$ cat src/hw/rtl/iir_lp_pkg.sv
// shared constants, types and coefficient table of the order-7 low-pass iir filter
`timescale 1ns / 1ps

package iir_lp_pkg;

    localparam int ORDER       = 7;
    localparam int SAMPLE_BITS = 16;
    localparam int Y_FRAC      = 32;
    localparam int Y_W         = SAMPLE_BITS + Y_FRAC;
    localparam int C_FRAC      = 56;
    localparam int COEF_W      = 64;
    localparam int HALF_W      = 32;
    localparam int OP_W        = HALF_W + 1;
    localparam int PROD_W      = 2 * OP_W;
    localparam int ACC_W       = COEF_W + Y_W + 4;
    localparam int NTAPS       = 2 * ORDER + 1;
    localparam int TAP_W       = $clog2(NTAPS);
    localparam int HIST_W      = $clog2(ORDER + 1);

    typedef logic signed [SAMPLE_BITS-1:0] t_sample;
    typedef logic signed [Y_W-1:0]         t_yval;
    typedef logic [COEF_W-1:0]             t_coef;
    typedef logic [TAP_W-1:0]              t_tap;
    // part[0]: upper coefficient half, part[1]: upper data half
    typedef logic [1:0]                    t_part;

    localparam t_part PART_FB_FIRST = 2'b00;
    localparam t_part PART_IN_FIRST = 2'b10;
    localparam t_part PART_LAST     = 2'b11;

    localparam t_tap FB_TAP   = TAP_W'(ORDER + 1);
    localparam t_tap LAST_TAP = TAP_W'(NTAPS - 1);

    typedef struct packed {
        logic  accept;
        logic  mul_en;
        t_tap  tap;
        t_part part;
        logic  round_en;
        logic  write_en;
    } t_cmd;

    typedef struct packed {
        logic out_free;
    } t_sts;

    // decimal num/den to Q8.56, rounded half away from zero on the magnitude
    function automatic t_coef dec_to_q(input logic [63:0] num, input logic [63:0] den,
                                       input logic neg);
        logic [63:0] q;
        logic [63:0] r;
        q = '0;
        r = num;
        for (int k = 0; k < 64; k++) begin
            if (r >= den) begin
                r = r - den;
                q = q + 64'd1;
            end
        end
        for (int k = 0; k < C_FRAC; k++) begin
            r = {r[62:0], 1'b0};
            q = {q[62:0], 1'b0};
            if (r >= den) begin
                r    = r - den;
                q[0] = 1'b1;
            end
        end
        r = {r[62:0], 1'b0};
        if (r >= den) begin
            q = q + 64'd1;
        end
        return neg ? (64'd0 - q) : q;
    endfunction

    // b0..b7, then the negated a1..a7; last slot pads the table to a power of two
    localparam t_coef COEF_TAB [2**TAP_W] = '{
        dec_to_q(64'd294123952,  64'd100000000000000000, 1'b0),
        dec_to_q(64'd205886766,  64'd10000000000000000,  1'b0),
        dec_to_q(64'd617660299,  64'd10000000000000000,  1'b0),
        dec_to_q(64'd102943383,  64'd1000000000000000,   1'b0),
        dec_to_q(64'd102943383,  64'd1000000000000000,   1'b0),
        dec_to_q(64'd617660299,  64'd10000000000000000,  1'b0),
        dec_to_q(64'd205886766,  64'd10000000000000000,  1'b0),
        dec_to_q(64'd294123952,  64'd100000000000000000, 1'b0),
        dec_to_q(64'd643532476,  64'd100000000,          1'b0),
        dec_to_q(64'd1776978865, 64'd100000000,          1'b1),
        dec_to_q(64'd2729100833, 64'd100000000,          1'b0),
        dec_to_q(64'd2517605177, 64'd100000000,          1'b1),
        dec_to_q(64'd1394983801, 64'd100000000,          1'b0),
        dec_to_q(64'd42985741,   64'd10000000,           1'b1),
        dec_to_q(64'd56824305,   64'd100000000,          1'b0),
        64'd0
    };

endpackage

$ cat src/hw/rtl/iir_lp_if.sv
// valid/ready channel interfaces for input samples and filtered samples
`timescale 1ns / 1ps

interface iir_lp_in_if;
    import iir_lp_pkg::*;
    logic    valid;
    logic    ready;
    t_sample sample_in;
    modport source (output valid, output sample_in, input ready);
    modport sink   (input valid, input sample_in, output ready);
endinterface

interface iir_lp_out_if;
    import iir_lp_pkg::*;
    logic    valid;
    logic    ready;
    t_sample filtered_sample;
    modport source (output valid, output filtered_sample, input ready);
    modport sink   (input valid, input filtered_sample, output ready);
endinterface

$ cat src/hw/rtl/iir_lp_ctrl.sv
// sequencer that walks taps and partial products and steps the datapath
`timescale 1ns / 1ps

module iir_lp_ctrl (
    input  logic              i_clk,
    input  logic              i_rst_n,
    input  logic              i_in_valid,
    output logic              o_in_ready,
    input  iir_lp_pkg::t_sts  i_sts,
    output iir_lp_pkg::t_cmd  o_cmd
);
    import iir_lp_pkg::*;

    localparam logic [2:0] S_IDLE  = 3'd0;
    localparam logic [2:0] S_MUL   = 3'd1;
    localparam logic [2:0] S_DRAIN = 3'd2;
    localparam logic [2:0] S_ROUND = 3'd3;
    localparam logic [2:0] S_WRITE = 3'd4;

    logic [2:0] r_state, n_state;
    t_tap       r_tap, n_tap;
    t_part      r_part, n_part;

    always_comb begin
        n_state      = r_state;
        n_tap        = r_tap;
        n_part       = r_part;
        o_cmd        = '0;
        o_cmd.tap    = r_tap;
        o_cmd.part   = r_part;
        o_in_ready   = (r_state == S_IDLE);
        unique case (r_state)
            S_IDLE: begin
                if (i_in_valid) begin
                    o_cmd.accept = 1'b1;
                    n_state      = S_MUL;
                    n_tap        = '0;
                    n_part       = PART_IN_FIRST;
                end
            end
            S_MUL: begin
                o_cmd.mul_en = 1'b1;
                if (r_part == PART_LAST) begin
                    if (r_tap == LAST_TAP) begin
                        n_state = S_DRAIN;
                    end else begin
                        n_tap  = r_tap + TAP_W'(1);
                        // feed-forward taps only need the upper data half
                        n_part = (n_tap < FB_TAP) ? PART_IN_FIRST : PART_FB_FIRST;
                    end
                end else begin
                    n_part = r_part + 2'd1;
                end
            end
            S_DRAIN: begin
                n_state = S_ROUND;
            end
            S_ROUND: begin
                o_cmd.round_en = 1'b1;
                n_state        = S_WRITE;
            end
            S_WRITE: begin
                if (i_sts.out_free) begin
                    o_cmd.write_en = 1'b1;
                    n_state        = S_IDLE;
                end
            end
            default: begin
                n_state = S_IDLE;
            end
        endcase
    end

    always_ff @(posedge i_clk) begin
        if (!i_rst_n) begin
            r_state <= S_IDLE;
            r_tap   <= '0;
            r_part  <= PART_FB_FIRST;
        end else begin
            r_state <= n_state;
            r_tap   <= n_tap;
            r_part  <= n_part;
        end
    end

endmodule

$ cat src/hw/rtl/iir_lp_dp.sv
// histories, shared 33x33 multiplier, accumulator, rounding and output register
`timescale 1ns / 1ps

module iir_lp_dp (
    input  logic                 i_clk,
    input  logic                 i_rst_n,
    input  iir_lp_pkg::t_cmd     i_cmd,
    input  iir_lp_pkg::t_sample  i_sample,
    output iir_lp_pkg::t_sts     o_sts,
    output logic                 o_out_valid,
    input  logic                 i_out_ready,
    output iir_lp_pkg::t_sample  o_out_sample
);
    import iir_lp_pkg::*;

    localparam int YW_TOP = ACC_W - C_FRAC;

    t_sample r_in_hist  [ORDER+1];
    t_yval   r_out_hist [ORDER+1];

    logic signed [PROD_W-1:0] r_prod;
    logic [1:0]               r_halves;
    logic                     r_acc_en;
    logic signed [ACC_W-1:0]  r_acc;
    t_yval                    r_y;
    logic                     r_out_valid;
    t_sample                  r_out_sample;

    t_coef                    coef;
    t_yval                    data;
    logic [HIST_W-1:0]        fb_idx;
    logic signed [OP_W-1:0]   a_op;
    logic signed [OP_W-1:0]   d_op;
    logic signed [PROD_W-1:0] prod;
    logic signed [ACC_W-1:0]  p_ext;
    logic signed [ACC_W-1:0]  p_shift;
    logic signed [ACC_W-1:0]  acc_rnd;
    logic [YW_TOP-1:0]        y_wide;
    logic [YW_TOP-Y_W:0]      y_top;
    t_yval                    y_sat;
    logic [Y_W:0]             v;
    logic [SAMPLE_BITS:0]     o_wide;
    t_sample                  o_sat;

    // operand select for one partial product
    always_comb begin
        coef   = COEF_TAB[i_cmd.tap];
        fb_idx = i_cmd.tap[HIST_W-1:0] + HIST_W'(1);
        if (i_cmd.tap < FB_TAP) begin
            data = {r_in_hist[i_cmd.tap[HIST_W-1:0]], {Y_FRAC{1'b0}}};
        end else begin
            data = r_out_hist[fb_idx];
        end
        a_op = i_cmd.part[0] ? {coef[COEF_W-1], coef[COEF_W-1:HALF_W]}
                             : {1'b0, coef[HALF_W-1:0]};
        d_op = i_cmd.part[1] ? {{(OP_W-SAMPLE_BITS){data[Y_W-1]}}, data[Y_W-1:HALF_W]}
                             : {1'b0, data[HALF_W-1:0]};
        prod = a_op * d_op;
    end

    // align the registered partial product
    always_comb begin
        p_ext = {{(ACC_W-PROD_W){r_prod[PROD_W-1]}}, r_prod};
        unique case (r_halves)
            2'd0:    p_shift = p_ext;
            2'd1:    p_shift = p_ext <<< HALF_W;
            default: p_shift = p_ext <<< (2 * HALF_W);
        endcase
    end

    // round to Q.32 and saturate to the history range
    always_comb begin
        acc_rnd = r_acc + (ACC_W'(1) <<< (C_FRAC - 1));
        y_wide  = acc_rnd[ACC_W-1:C_FRAC];
        y_top   = y_wide[YW_TOP-1:Y_W-1];
        if (!y_top[YW_TOP-Y_W] && (|y_top)) begin
            y_sat = {1'b0, {(Y_W-1){1'b1}}};
        end else if (y_top[YW_TOP-Y_W] && !(&y_top)) begin
            y_sat = {1'b1, {(Y_W-1){1'b0}}};
        end else begin
            y_sat = y_wide[Y_W-1:0];
        end
    end

    // round the history value to a sample and saturate
    always_comb begin
        v      = {r_y[Y_W-1], r_y} + ((Y_W+1)'(1) << (Y_FRAC - 1));
        o_wide = v[Y_W:Y_FRAC];
        unique case (o_wide[SAMPLE_BITS:SAMPLE_BITS-1])
            2'b01:   o_sat = {1'b0, {(SAMPLE_BITS-1){1'b1}}};
            2'b10:   o_sat = {1'b1, {(SAMPLE_BITS-1){1'b0}}};
            default: o_sat = o_wide[SAMPLE_BITS-1:0];
        endcase
    end

    always_ff @(posedge i_clk) begin
        if (!i_rst_n) begin
            for (int i = 0; i <= ORDER; i++) begin
                r_in_hist[i]  <= '0;
                r_out_hist[i] <= '0;
            end
        end else begin
            if (i_cmd.accept) begin
                r_in_hist[0] <= i_sample;
                for (int i = 1; i <= ORDER; i++) begin
                    r_in_hist[i]  <= r_in_hist[i-1];
                    r_out_hist[i] <= r_out_hist[i-1];
                end
            end
            if (i_cmd.write_en) begin
                r_out_hist[0] <= r_y;
            end
        end
    end

    always_ff @(posedge i_clk) begin
        if (!i_rst_n) begin
            r_acc_en    <= 1'b0;
            r_out_valid <= 1'b0;
        end else begin
            r_acc_en <= i_cmd.mul_en;
            if (i_cmd.write_en) begin
                r_out_valid <= 1'b1;
            end else if (i_out_ready) begin
                r_out_valid <= 1'b0;
            end
        end
    end

    always_ff @(posedge i_clk) begin
        r_prod   <= prod;
        r_halves <= {1'b0, i_cmd.part[0]} + {1'b0, i_cmd.part[1]};
        if (i_cmd.accept) begin
            r_acc <= '0;
        end else if (r_acc_en) begin
            r_acc <= r_acc + p_shift;
        end
        if (i_cmd.round_en) begin
            r_y <= y_sat;
        end
        if (i_cmd.write_en) begin
            r_out_sample <= o_sat;
        end
    end

    assign o_sts.out_free = !r_out_valid || i_out_ready;
    assign o_out_valid    = r_out_valid;
    assign o_out_sample   = r_out_sample;

endmodule

$ cat src/hw/rtl/iir_lowpass_order7.sv
// top level of the seventh-order direct-form-I low-pass iir filter
`timescale 1ns / 1ps

// Seventh-order low-pass IIR filter, direct form I, fixed Q8.56 coefficients.
// One 16-bit signed sample in gives one rounded, saturated 16-bit sample out.
// A single 33x33 signed multiplier works through the fifteen taps, two partial
// products for each of the eight feed-forward taps and four for each of the
// seven feedback taps. A sample passes through the states accept, multiply,
// drain, round and write before its result is registered. The write waits while
// the previous result still sits unaccepted in the output register. The next
// sample is accepted the cycle after the write, while the previous result may
// still wait in the output register; no new sample is taken before the write.
// Histories reset to zero.
module iir_lowpass_order7 (
    input  logic          i_clk,
    input  logic          i_rst_n,
    iir_lp_in_if.sink     i_in,
    iir_lp_out_if.source  o_out
);
    import iir_lp_pkg::*;

    t_cmd    cmd;
    t_sts    sts;
    logic    in_ready;
    logic    out_valid;
    t_sample out_sample;

    iir_lp_ctrl u_ctrl (
        .i_clk      (i_clk),
        .i_rst_n    (i_rst_n),
        .i_in_valid (i_in.valid),
        .o_in_ready (in_ready),
        .i_sts      (sts),
        .o_cmd      (cmd)
    );

    iir_lp_dp u_dp (
        .i_clk        (i_clk),
        .i_rst_n      (i_rst_n),
        .i_cmd        (cmd),
        .i_sample     (i_in.sample_in),
        .o_sts        (sts),
        .o_out_valid  (out_valid),
        .i_out_ready  (o_out.ready),
        .o_out_sample (out_sample)
    );

    assign i_in.ready            = in_ready;
    assign o_out.valid           = out_valid;
    assign o_out.filtered_sample = out_sample;

endmodule

$ cat src/flat_wrapper.sv
// flat-port wrapper written by rule: the top's interface ports become plain ports
module iir_lowpass_order7_flat import iir_lp_pkg::*;
  (i_clk, i_rst_n, i_in_valid, i_in_sample_in, i_in_ready, o_out_valid, o_out_filtered_sample, o_out_ready);
  iir_lp_in_if i_in_i ();
  iir_lp_out_if o_out_i ();
  input  logic i_clk;
  input  logic i_rst_n;
  input wire logic [$bits(i_in_i.valid)-1:0] i_in_valid;
  input wire logic [$bits(i_in_i.sample_in)-1:0] i_in_sample_in;
  output wire logic [$bits(i_in_i.ready)-1:0] i_in_ready;
  output wire logic [$bits(o_out_i.valid)-1:0] o_out_valid;
  output wire logic [$bits(o_out_i.filtered_sample)-1:0] o_out_filtered_sample;
  input wire logic [$bits(o_out_i.ready)-1:0] o_out_ready;
  assign i_in_i.valid = i_in_valid;
  assign i_in_i.sample_in = i_in_sample_in;
  assign i_in_ready = i_in_i.ready;
  assign o_out_valid = o_out_i.valid;
  assign o_out_filtered_sample = o_out_i.filtered_sample;
  assign o_out_i.ready = o_out_ready;
  iir_lowpass_order7 u_core (.i_clk(i_clk), .i_rst_n(i_rst_n), .i_in(i_in_i), .o_out(o_out_i));
endmodule
$ cat config.mk
export PLATFORM = sky130hd
export DESIGN_NAME = iir_lowpass_order7_flat
export DESIGN_NICKNAME = d
export VERILOG_FILES = /design/src/hw/rtl/iir_lp_pkg.sv /design/src/hw/rtl/iir_lp_if.sv /design/src/hw/rtl/iir_lp_ctrl.sv /design/src/hw/rtl/iir_lp_dp.sv /design/src/hw/rtl/iir_lowpass_order7.sv /design/src/flat_wrapper.sv
export SDC_FILE = /design/constraint.sdc
export NUM_CORES = 2
export LEC_CHECK = 0
export ABC_AREA = 1
export BUFFER_PORTS_ARGS = -buffer_cell sky130_fd_sc_hd__clkbuf_2
export CAP_MARGIN = 5
export CELL_PAD_IN_SITES_DETAIL_PLACEMENT = 1
export CELL_PAD_IN_SITES_GLOBAL_PLACEMENT = 2
export CORE_MARGIN = 2
export CORE_UTILIZATION = 40
export DETAILED_ROUTE_END_ITERATION = 16
export PLACE_DENSITY_LB_ADDON = 0.1
export SLEW_MARGIN = 40
export SYNTH_ARGS = -nofsm -noshare
export SYNTH_HDL_FRONTEND = slang
export SYNTH_SLANG_ARGS = --single-unit
$ cat constraint.sdc
create_clock -name i_clk -period 14.8 [get_ports i_clk]
set_clock_uncertainty 0.2 [all_clocks]
set_input_delay 0.74 -clock i_clk [delete_from_list [all_inputs] [get_ports i_clk]]
set_output_delay 0.74 -clock i_clk [all_outputs]
set_load 0.02 [all_outputs]
; ---- Word level (Yosys, flattened, before mapping)
; Memories as Yosys holds them, arrays and structs flattened. A register that Yosys moved wholly into a read port is not among the register bits.
; Cells that the tools add are included.
[word_totals]
regBits = 259
ram_bits = 512
romBits = 1024
n_memories = 3
[memory_table]
columns = name, depth, width, rd, rd_ports_with_merged_regs, wr, line
row1 = (no name shown), 16, 64, 1, 0, 0, iir_lp_dp.sv:47  ; coef = COEF_TAB[i_cmd.tap];
row2 = u_core.u_dp.r_out_hist, 8, 48, 8, 0, 8, iir_lp_dp.sv:19  ; t_yval r_out_hist [ORDER+1];
row3 = u_core.u_dp.r_in_hist, 8, 16, 8, 1, 8, iir_lp_dp.sv:18  ; t_sample r_in_hist [ORDER+1];
[classes]
addsub = 7
multipliers = 1
order_cmp = 3
n_eq_ne = 15
mux = 55
bitwise_logic = 17
n_reduce_logical = 15
[op_table]
columns = operator, count
row1 = two-way mux 48 bit, 10
row2 = one-hot mux 116 bit (2 select lines), 1
row3 = two-way mux 16 bit, 8
row4 = two-way mux 64 bit, 2
row5 = adder 116 bit, 1
row6 = "adder 116 x 57 -> 116 bit, second input constant", 1
row7 = multiplier 33 x 33 -> 66 bit, 1
row8 = two-way mux 33 bit, 2
row9 = "adder 48 x 33 -> 49 bit, second input constant", 1
row10 = one-hot mux 16 bit (2 select lines), 1
row11 = two-way mux 3 bit, 6
row12 = OR 1 bit, 16
row13 = two-way mux 1 bit, 15
row14 = one-hot mux 3 bit (5 select lines), 1
row15 = AND reduction 13 bit, 1
row16 = OR reduction 13 bit, 1
row17 = two-way mux 4 bit, 3
row18 = "< comparator 4 bit, second input constant", 2
row19 = two-way mux 2 bit, 4
row20 = "inequality test 2 bit, second input constant", 4
row21 = one-hot mux 4 bit (2 select lines), 1
row22 = AND reduction 4 bit, 2
row23 = "== test 3 x 2 -> 1 bit, second input constant", 2
row24 = "greater-or-equal comparator 5 bit, second input constant", 1
row25 = other kinds (20), 26

; ---- Depth between registers and ports, before layout
[depth]
depth_word = 8
mapped_depth = 49
ltp_nobuf = 41

; ---- Cells and area by module
; Synthesis repeated with hierarchy kept, for this count alone.
[unflattened]
hier_cells = 11349
area_unflattened_um2 = 86101.3
[by_module_without_submodules]
columns = mod, n_inst, cells_per_inst, area_each_um2
row1 = iir_lp_dp, 1, 11257, 85499.5
row2 = iir_lp_ctrl, 1, 92, 601.8

; ---- Worst setup path after synthesis
; No wires, ideal clock.
[synth_path]
path_type = register to register
startpoint = register u_core.u_ctrl.r_state[0]
endpoint = memory u_core.u_dp.r_in_hist[0][0] (netlist name) (enable)
setup_ns = 0.876
arrival_ns = 11.353
setup_slack_ns = 2.371
stages_incl_launch_ff = 7
cell_sequence = dfxtp_1 nor2_1 inv_1 nor2_1 nand2_1 nand2_1 clkbuf_1
[synth_lines]
columns = item, line
row1 = from (decl), iir_lp_ctrl.sv:20  ; logic [2:0] r_state, n_state;
row2 = from (signal assigned), iir_lp_ctrl.sv:80  ; r_state <= n_state;
row3 = to (decl), iir_lp_dp.sv:18

; ---- Worst setup path after layout
[layout_path]
startpoint = register u_core.u_ctrl.r_tap[0]
endpoint = register u_core.u_dp.r_prod[56]
[layout_via]
elab_chain_cells = 6
[layout_rtl]
columns = item, line
row1 = from (decl), iir_lp_ctrl.sv:21  ; t_tap r_tap, n_tap;
row2 = from (signal assigned), iir_lp_ctrl.sv:81  ; r_tap <= n_tap;
row3 = "parallel branches: the longest is 5 deep, another holds memory read (8 x 48 bit)", -
row4 = multiplier 33 x 33 -> 66 bit *, iir_lp_dp.sv:58  ; prod = a_op * d_op;
row5 = named net u_core.u_dp.prod[56], iir_lp_dp.sv:34  ; logic signed [PROD_W-1:0] prod;
row6 = to (signal assigned), iir_lp_dp.sv:131  ; r_prod <= prod;
row7 = to (decl), iir_lp_dp.sv:21  ; logic signed [PROD_W-1:0] r_prod;
; Mark *: on every way through the listed nets, which the timed path passes. The select of a mux whose other input is x is not followed.
; A chain may end at the register's enable or synchronous reset.

==> flow_summary.toml <==
[routing]
top_layer = "met5"
wl_per_cell_um = 25.6
wirelength_um = 359000
drtIter0Drc = 5577
dr_total_vias = 74900
wl_met1_um = 155000
postRouteAntennaNets = 0
met2_length_um = 165000
drcViolationCount = 0
routed_via_density = 5.33
firstDrtPassIters = 6
wl_met3_um = 20700

[run]
maxCapViolations = 0

[yosys]
syn_inst = 11300
yosysWarnings = 0
ys_ff_latch = 774
syn_nets = 12800
synthArstFlopShare = 0
synthFlopType = "edfxtp_1"
syn_avg_cell_area_sq_um = 7.62
yosysSeqAreaShare = 0.236
synth-edff-count = 480
synth.distinct_cells = 50
syn-cell-area_sq_um = 86000

[timing]
finalCritPeriodShare = 0.836
period_minus_slack_ns = 12.37
tns_ns = 0
grt_setup_unrepaired = "no"
setup_viol = 0
hold_violations = 0
timing.hold.ws_ns = 0.0978
maxSlewViolCount = 0
max_slew_margin = 0.313
max_clock_freq_mhz = 80.9
fin_ws_ns = 2.43
worst_slew_pin_slew_ns = 1.03

[layout]
area_delta_synth_final_pct = 7.69
layout.nets = 12600
instances_no_fill = 14000
drive_gt1_frac = 0.0366

[floorplanning]
dieArea_sq_um = 219000
pin_count = 38
rows = 170
die_w_um = 468
dieHeight_um = 468
core-area_sq_um = 214000
initial_utilization = 0.401

[clock_tree]
cts_htree_levels = 3
holdBufCountCts = 0
clkTransAtPathRegs_ns = 0.06
root_buffer = "clkbuf_16"
cts_buffers = 97
clock_sinks = 774
cts_resized = 0
cts_buffer_depth = 3
clk_latency_ns = 0.78
post_cts_buffers = 0
cts_tree = "built"

[place]
globalplace.congestion = 1.04
pre_cts_ws_ns = 2.40
place_inst = 13900
io_buffers = 37
dpl.hpwl_um = 289000

[grt]
antenna_found_initial = 7
grt_usage = 0.330
grt_overflow = 0
grt_pass1_vias = 79900
grt_pass1_wl_um = 532000
grt_max_degree = 121

[worst_setup_path]
critical_path.max_fanout = 86
cpMostUsedCell = "fa_1"
worstSetupEndpointType = "register"
critPathSlowestCell = "fa_1"
critPathLaunchType = "register"
critical_path_class = "reg -> reg"
critical-path-max-stage-delay_ns = 1.00
required_ns = 15.18
arrival_ns = 12.75

[outcome]
status = "finished clean"

[worst_hold_path]
hp-class = "in -> reg"
area by class of cell:
| cell class | instances | area (sq um) |
|---|---|---|
| Fill cell | 26500 | 122000 |
| Multi-Input combinational cell | 7441 | 54200 |
| Sequential cell | 774 | 20300 |
| Inverter | 2639 | 9910 |
| Tap cell | 2838 | 3550 |
| Clock buffer | 141 | 2750 |
| Timing Repair Buffer | 170 | 1320 |
| Clock inverter | 40 | 576 |
| Antenna cell | 3 | 7.51 |
final timing paths:
path                                      from                      endpoint  slack (ns)  cells after the start
hold / removal               i_in_sample_in[8]   u_core.u_dp.r_in_hist[0][8]         0.1                      3
hold reg to reg   u_core.u_dp.r_out_hist[6][9]  u_core.u_dp.r_out_hist[7][9]        0.24                      2
setup / recovery        u_core.u_ctrl.r_tap[0]        u_core.u_dp.r_prod[56]        2.43                     36
setup reg to reg        u_core.u_ctrl.r_tap[0]        u_core.u_dp.r_prod[56]        2.43                     36
registers in the layout, indices dropped and copies added, names as in the netlist, named ones only:
| name | flops |
|---|---|
| u_core.u_dp.r_out_hist | 384 |
| u_core.u_dp.r_in_hist | 128 |
| u_core.u_dp.r_acc | 116 |
| u_core.u_dp.r_prod | 66 |
| u_core.u_dp.r_y | 48 |
| u_core.u_dp.o_out_sample | 16 |
| u_core.u_ctrl.r_tap | 4 |
| u_core.u_ctrl.r_state | 3 |
| u_core.u_ctrl.r_part | 2 |
| u_core.u_dp.r_halves | 2 |
| u_core.u_dp.o_out_valid | 1 |
| u_core.u_dp.r_acc_en | 1 |
worst max-delay path: cells and delay by family (launching register included):
family                   cells  cell delay, ns
buffers and inverters       10            1.79
adder cells (fa/ha/maj)     10            5.77
XOR/XNOR                     1            0.17
AND/OR/NAND/NOR              9            1.87
AO/OA/AOI/OAI                6            1.45
flip-flops                   1            0.70
stage by stage:
stage	area [sq um]	utilization
after floorplan	86000	-
after global placement	89100	0.416
after detailed placement	89200	0.416
after CTS	92500	0.432
after global routing	92600	0.432
final	92600	0.432
Yosys cell counts (all sizes together) (3+ instances only):
cell / count / area (sq um)
dfxtp: 294 / 5890
buf: 167 / 848
xor2: 127 / 1110
clkinv: 17 / 63.8
nand3: 454 / 2270
o21a: 10 / 75.1
a21oi: 516 / 2600
nor3: 70 / 387
fa: 1147 / 23000
a211oi: 3 / 22.5
nor2: 1548 / 5830
or2: 4 / 25.0
a31oi: 14 / 103
o211ai: 27 / 203
o21ai: 682 / 3410
inv: 2622 / 9840
o21bai: 100 / 751
nor4: 9 / 56.3
nand2: 2144 / 8080
xnor2: 36 / 315
o221ai: 19 / 166
ha: 352 / 4400
o22ai: 82 / 526
clkbuf: 257 / 965
nand3b: 5 / 37.5
nand4: 50 / 313
edfxtp: 480 / 14400
o311ai: 3 / 26.3
and3: 4 / 25.0
a21boi: 9 / 67.6
o31ai: 4 / 30.0
a21o: 13 / 97.6
a22oi: 4 / 30.0
placed cells by master (no fill, tap or decap), drive strengths merged, types with 5 or more instances in the layout:
cell       n
dfxtp    294
nor2    1548
buf      134
o22ai     82
nand2   2144
a21boi     9
o21ai    682
inv     2623
a21o      13
nand3b     5
nand3    454
a31oi     14
nor3      70
o21a      10
a21oi    516
edfxtp   480
nand4     50
o211ai    27
clkinv    47
xor2     127
ha       352
nor4       9
bufinv     7
clkbuf   177
o21bai   100
o221ai    19
fa      1147
xnor2     36
logic make-up (layout without fill, tap and decap cells):
family	Yosys count	in the layout	share of synthesized area
AO/OA/AOI/OAI	1487	1487	0.0945
XOR/XNOR	163	163	0.0166
adder cells (fa/ha/maj)	1499	1499	0.318
buffers and inverters	3063	2990	0.136
flip-flops	774	774	0.236
other	0	3	0
AND/OR/NAND/NOR	4292	4292	0.198
metal layers:
| metal | GRT usage | up-vias |
|---|---|---|
| met4 | 0.140 | 2 |
| met5 | 0 | - |
| met3 | 0.0443 | 591 |
| met2 | 0.533 | 2158 |
| met1 | 0.445 | 38300 |
| li1 | - | 33900 |
Power is not shown: default switching activity piles up to over one toggle a cycle in this logic, so the estimate is an artifact.
